==> config.mk <==
export PLATFORM = sky130hd
export DESIGN_NAME = dhkv_ctrl
export DESIGN_NICKNAME = d
export VERILOG_FILES = /design/src/rtl/dhkv_pkg.sv /design/src/rtl/dhkv_ctrl.sv
export SDC_FILE = /design/constraint.sdc
export NUM_CORES = 1
export LEC_CHECK = 0
export BUFFER_PORTS_ARGS = -buffer_cell sky130_fd_sc_hd__clkbuf_2
export CORE_MARGIN = 1.5
export CORE_UTILIZATION = 51
export DETAILED_ROUTE_END_ITERATION = 10
export GPL_ROUTABILITY_DRIVEN = 0
export PLACE_DENSITY = 0.83
export SLEW_MARGIN = 10
export SYNTH_ARGS = -nofsm -noshare
export SYNTH_HDL_FRONTEND = slang
export SYNTH_SLANG_ARGS = --single-unit
==> constraint.sdc <==
create_clock -name clk -period 8 [get_ports clk]
set_input_delay 0.8 -clock clk [delete_from_list [all_inputs] [get_ports clk]]
set_output_delay 0.8 -clock clk [all_outputs]
set_load 0.05 [all_outputs]
==> src/rtl/dhkv_pkg.sv <==
package dhkv_pkg;

	localparam int KEY_W = 32;
	localparam int VAL_W = 32;
	localparam int CNT_W = 17;

	localparam logic [1:0] ACT_LOOKUP = 2'd0;
	localparam logic [1:0] ACT_INSERT = 2'd1;
	localparam logic [1:0] ACT_REMOVE = 2'd2;
	localparam logic [1:0] ACT_READ   = 2'd3;

	localparam logic [1:0] MARK_EMPTY   = 2'd0;
	localparam logic [1:0] MARK_FULL    = 2'd1;
	localparam logic [1:0] MARK_DELETED = 2'd2;

	localparam logic [1:0] STAT_DONE       = 2'd0;
	localparam logic [1:0] STAT_NOT_FOUND  = 2'd1;
	localparam logic [1:0] STAT_TABLE_FULL = 2'd2;

	typedef struct packed {
		logic [1:0]       mark;
		logic [KEY_W-1:0] key;
		logic [VAL_W-1:0] value;
	} slot_word_t;

	typedef struct packed {
		logic             done;
		logic             hit;
		logic [VAL_W-1:0] value;
		logic [KEY_W-1:0] key;
		logic [1:0]       status;
		logic [CNT_W-1:0] count;
	} result_t;

endpackage

==> src/rtl/dhkv_ctrl.sv <==
module dhkv_ctrl #(
	parameter int TABLE_SIZE = 64
) (
	input  logic                          clk,
	input  logic                          arst_n,
	input  logic                          in_valid,
	output logic                          in_stall,
	input  logic [1:0]                    action,
	input  logic [dhkv_pkg::KEY_W-1:0]    lookup_key,
	input  logic [dhkv_pkg::VAL_W-1:0]    new_value,
	input  logic [15:0]                   slot_index,
	input  logic                          out_free,
	output dhkv_pkg::result_t             res,
	output logic                          we,
	output logic [$clog2(TABLE_SIZE)-1:0] waddr,
	output dhkv_pkg::slot_word_t          wdata,
	output logic [$clog2(TABLE_SIZE)-1:0] raddr,
	input  dhkv_pkg::slot_word_t          rdata
);
	import dhkv_pkg::*;

	localparam int IDX_W = $clog2(TABLE_SIZE);
	localparam logic [CNT_W-1:0] SIZE_C = CNT_W'(TABLE_SIZE);
	localparam logic [IDX_W-1:0] LAST_C = IDX_W'(TABLE_SIZE - 1);

	localparam logic [1:0] ST_CLEAR = 2'd0;
	localparam logic [1:0] ST_IDLE  = 2'd1;
	localparam logic [1:0] ST_PROBE = 2'd2;
	localparam logic [1:0] ST_FIN   = 2'd3;

	logic [1:0]       state_q;
	logic [1:0]       act_q;
	logic [KEY_W-1:0] key_q;
	logic [VAL_W-1:0] val_q;
	logic             idx_ok_q;
	logic [IDX_W-1:0] home_q;
	logic [IDX_W-1:0] step_q;
	logic [IDX_W-1:0] pos_q;
	logic [IDX_W-1:0] free_q;
	logic             free_vld_q;
	logic             found_q;
	slot_word_t       old_q;
	logic [IDX_W-1:0] clr_q;
	logic [CNT_W-1:0] count_q;

	logic             accept;
	logic             is_full;
	logic             is_del;
	logic             match;
	logic [IDX_W-1:0] pos_nx;
	logic             stop;
	logic             take_free;
	logic             finish;
	logic [CNT_W-1:0] count_nx;

	assign in_stall  = (state_q != ST_IDLE);
	assign accept    = in_valid && !in_stall;
	assign is_full   = (rdata.mark == MARK_FULL);
	assign is_del    = (rdata.mark == MARK_DELETED);
	assign match     = is_full && (rdata.key == key_q);
	assign pos_nx    = pos_q + step_q;
	assign take_free = !is_full && !free_vld_q;
	assign finish    = (state_q == ST_FIN) && out_free;
	assign stop      = (act_q == ACT_READ) || match || (!is_full && !is_del)
		|| (pos_nx == home_q);

	always_comb begin
		case (state_q)
			ST_IDLE: begin
				raddr = (action == ACT_READ) ? slot_index[IDX_W-1:0]
					: lookup_key[IDX_W-1:0];
			end
			ST_PROBE: raddr = pos_nx;
			default:  raddr = pos_q;
		endcase
	end

	always_comb begin
		we       = 1'b0;
		waddr    = pos_q;
		wdata    = '{mark: MARK_FULL, key: key_q, value: val_q};
		count_nx = count_q;
		res      = '0;
		res.hit  = found_q;
		res.status = found_q ? STAT_DONE : STAT_NOT_FOUND;
		if (found_q) begin
			res.value = old_q.value;
		end
		if (act_q == ACT_READ && found_q) begin
			res.key = old_q.key;
		end
		if (state_q == ST_CLEAR) begin
			we    = 1'b1;
			waddr = clr_q;
			wdata = '0;
		end else if (finish) begin
			case (act_q)
				ACT_INSERT: begin
					if (found_q) begin
						we = 1'b1;
					end else if (free_vld_q) begin
						we         = 1'b1;
						waddr      = free_q;
						count_nx   = count_q + CNT_W'(1);
						res.status = STAT_DONE;
					end else begin
						res.status = STAT_TABLE_FULL;
					end
				end
				ACT_REMOVE: begin
					if (found_q) begin
						we    = 1'b1;
						wdata = '{mark: MARK_DELETED, key: old_q.key, value: old_q.value};
						if (count_q != '0) begin
							count_nx = count_q - CNT_W'(1);
						end
					end
				end
				default: begin
				end
			endcase
		end
		res.done  = finish;
		res.count = count_nx;
	end

	always_ff @(posedge clk or negedge arst_n) begin
		if (!arst_n) begin
			state_q    <= ST_CLEAR;
			clr_q      <= '0;
			count_q    <= '0;
			free_vld_q <= 1'b0;
			found_q    <= 1'b0;
		end else begin
			case (state_q)
				ST_CLEAR: begin
					clr_q <= clr_q + IDX_W'(1);
					if (clr_q == LAST_C) begin
						state_q <= ST_IDLE;
					end
				end
				ST_IDLE: begin
					if (accept) begin
						state_q    <= ST_PROBE;
						free_vld_q <= 1'b0;
						found_q    <= 1'b0;
					end
				end
				ST_PROBE: begin
					if (take_free) begin
						free_vld_q <= 1'b1;
					end
					if (stop) begin
						state_q <= ST_FIN;
						found_q <= (act_q == ACT_READ) ? (idx_ok_q && is_full) : match;
					end
				end
				ST_FIN: begin
					if (out_free) begin
						state_q <= ST_IDLE;
						count_q <= count_nx;
					end
				end
				default: state_q <= ST_IDLE;
			endcase
		end
	end

	always_ff @(posedge clk) begin
		if (accept) begin
			act_q    <= action;
			key_q    <= lookup_key;
			val_q    <= new_value;
			idx_ok_q <= ({1'b0, slot_index} < SIZE_C);
			home_q   <= lookup_key[IDX_W-1:0];
			step_q   <= lookup_key[IDX_W+2:3] | IDX_W'(1);
			pos_q    <= (action == ACT_READ) ? slot_index[IDX_W-1:0]
				: lookup_key[IDX_W-1:0];
		end else if (state_q == ST_PROBE) begin
			if (take_free) begin
				free_q <= pos_q;
			end
			if (stop) begin
				old_q <= rdata;
			end else begin
				pos_q <= pos_nx;
			end
		end
	end

`ifndef SYNTHESIS
	a_count_bound: assert property (@(posedge clk) disable iff (!arst_n)
		count_q <= SIZE_C)
		else $error("entry count exceeds table size");

	a_count_only_at_finish: assert property (@(posedge clk) disable iff (!arst_n)
		(state_q != ST_FIN) |=> (count_q == $past(count_q)))
		else $error("entry count changed outside of finish");

	a_accept_starts_probe: assert property (@(posedge clk) disable iff (!arst_n)
		accept |=> (state_q == ST_PROBE))
		else $error("accepted transaction did not start probing");

	a_write_mark: assert property (@(posedge clk) disable iff (!arst_n)
		(we && state_q != ST_CLEAR) |-> (wdata.mark == MARK_FULL || wdata.mark == MARK_DELETED))
		else $error("slot write outside clearing marks a slot empty");

	a_full_only_insert: assert property (@(posedge clk) disable iff (!arst_n)
		(res.done && res.status == STAT_TABLE_FULL) |-> (act_q == ACT_INSERT))
		else $error("table full reported for a non-insert transaction");
`endif

endmodule
==> reports/qor.yml <==
run_status:
  outcome: "finished, final reports clean"
logic_synthesis:
  ys_types: 55
  yosysWarnings: 0
  syn_inst: 859
  yosysTopAreaCell: "edfxtp_1"
  syn-mean-instance-area_um2: 10.4
  ys_async_sr_fraction: 0.159
  synth.area.top_cells: "edfxtp_1 (48%), dfrtp_1 (7.6%), nand2_1 (7.3%)"
  yosysSeqAreaShare: 0.559
  synth-seq-cells: 170
  synth.top_cell.area_share: 0.483
  synth_ff_type: "edfxtp_1"
  synth_area_um2: 8890
  synth_edf_count: 143
  syn_nets: 1029
setup_path:
  path_max_fanout: 89
  r2r-end: "old_q[49]"
  crit_chain: "inv_1, ha_4, or3_1, nor2_1, mux2_2, a221o_1, clkbuf_2"
  r2r_slack_ns: 3.88
  reg2regPathDepth: 7
  slowest_delay_ns: 0.79
  rr_startpoint: "key_q[4]"
  critPathLaunchType: "register"
  crit_required_ns: 7.20
  cp_top_family: "simple AND/OR/NAND/NOR gates"
  cp_slowest_cell: "ha_4"
  worstSetupPathType: "register to primary output"
  end_kind: "primary output"
  cp.arrival_ns: 3.51
  path_buf_inv: 2
drt:
  drtIter0Drc: 695
  via_count: 7968
  ant_nets: 0
  routedWlPerCell_um: 19.8
  drcViolationCount: 0
  firstDrtPassIters: 5
  routed_via_density: 5.76
  drt-total-wl_mm: 27.4
sta:
  worst_pin_slew_ns: 1.03
  fin_crit_sh: 0.539
  fmax_mhz: 232
  setup_viol: 0
  post-route-min-period_ns: 4.31
  finalHoldViolCount: 0
  maxSlewViolCount: 0
  setup_tns_ns: 0
  rsz0062_at_grt: "false"
  slew_headroom: 0.314
  layout_setup_ws_ns: 3.69
  finalClockSkew_ns: 0.0175
place:
  hpwl_mm: 19.8
  dpl_worst_slack_ns: 3.90
  port-buffer-count: 316
  dpl.cell_count: 1353
clock_network:
  cts_tree: "done"
  hold_buffers: 0
  post_cts_resized: 0
  cts_setup_buffers: 0
  clk_latency_ns: 0.44
  cts_num_sinks: 170
  h-tree-depth: 4
  cts_buffer_depth: 2
  cts_buffers: 17
  cts.clk_slew.worst_paths_ns: 0.07
  cts_root_buf: "clkbuf_16"
floorplanning:
  die_area_um2: 18200
  start_util: 0.518
  rows: 48
  fp.dieH_um: 135
  core_um2: 17200
  io_pins: 317
  chipWidth_um: 135
grt:
  track_usage: 0.300
  gr-total-overflow: 0
  grt_pass1_vias: 7516
  grt_first_pass_wirelength_mm: 41.0
  antenna_found_initial: 1
  grt_max_degree: 90
cells_and_area:
  final_cell_mix: "clkbuf_2 (316), nand2_1 (174), edfxtp_1 (143)"
  area_delta_synth_final_pct: 26.1
  fin_util: 0.653
  finalNonFillerCells: 1384
  antennaDiodeCount: 0
  multiInputGateArea_um2: 3670
  nNetsFinal: 1317
  layout_commonest_cell: "clkbuf_2"
  regArea_um2: 4970
  fillers: 1442
  drive_gt1_frac: 0.327
power_and_ir_drop:
  leakagePower_nw: 4.88
  ir_drop_mv: 0.326
  pwr_density_cell_nw_per_um2: 359
min_path:
  hold_path.class: "primary input to async pin"
flow_run:
  maxCapViolCount: 0
## metal layers
metal / track usage / vias up / wire length, µm
li1: - / 3666 / -
met1: 0.377 / 3793 / 10500
met2: 0.492 / 437 / 13400
met3: 0.0758 / 72 / 2480
met4: 0.133 / 0 / 1080
met5: 0 / - / 0
## per-stage QoR
step	hold slack [ns]	total power, mW	area, µm²
after floorplan	0.464	2.72	8890
after global placement	0.486	3.20	10600
after detailed placement	0.509	3.23	10600
after CTS	0.427	4.04	11200
after global routing	0.467	4.20	11200
final	0.410	4.03	11200
## where the power goes
part	total [mW]	internal, mW	switching [mW]	leakage (nW)
logic	1.88	0.459	1.42	2.96
clock network	0.806	0.416	0.390	0.278
registers	1.35	1.19	0.152	1.64
total	4.03	2.07	1.96	4.88
## worst register-to-register path, delay by kind of cell, from the launching register on
family | cells | cell delay (ns)
compound gates | 1 | 0.74
simple gates | 2 | 0.85
fa+ha+maj | 1 | 0.51
buf+inv | 1 | 0.66
xor+xnor | 2 | 0.42
flops | 1 | 0.51
## worst max path at each step
stage / from / slack (ns) / cells past startpoint / endpoint
final: state_q[0] / 3.69 / 7 / res[12]
after global placement: key_q[4] / 4.01 / 7 / old_q[63]
after global routing: state_q[0] / 3.47 / 8 / res[4]
after CTS: state_q[0] / 3.64 / 8 / res[4]
after floorplan: key_q[4] / 2.44 / 6 / old_q[0]
after detailed placement: key_q[4] / 3.90 / 7 / old_q[53]
## cell usage after synthesis (19+ instances only)
master / instances
and3_1: 38
nand2_1: 174
clkbuf_1: 51
edfxtp_1: 143
and2_1: 33
nor3_1: 19
inv_1: 19
dfrtp_1: 27
a21oi_1: 85
o21ai_0: 26
nor2_1: 35
xnor2_1: 36
## cell type report
type,instances,area share
clock buffers,17,0.0379
clock inverters,14,0.0138
inverters,19,0.00636
multi-input cells,615,0.327
flip-flops and latches,170,0.443
well taps,225,0.0251
repair buffers,324,0.146
## sequential cells by signal (all words and copies together) (netlist names), 6 cells and up
name,flops
old_q,64
key_q,32
val_q,32
count_q,17
clr_q,6
free_q,6
pos_q,6
## kinds of logic (layout without fill, tap and decap cells)
| kind of cell | Yosys count | in the layout | synth area share |
|---|---|---|---|
| simple gates | 357 | 357 | 0.193 |
| flops | 170 | 170 | 0.559 |
| compound gates | 168 | 168 | 0.114 |
| buf+inv | 74 | 374 | 0.0322 |
| xor+xnor | 49 | 49 | 0.0483 |
| mux | 23 | 23 | 0.0274 |
| fa+ha+maj | 18 | 18 | 0.0262 |
Note: power is estimated with default switching activity, not from simulation.
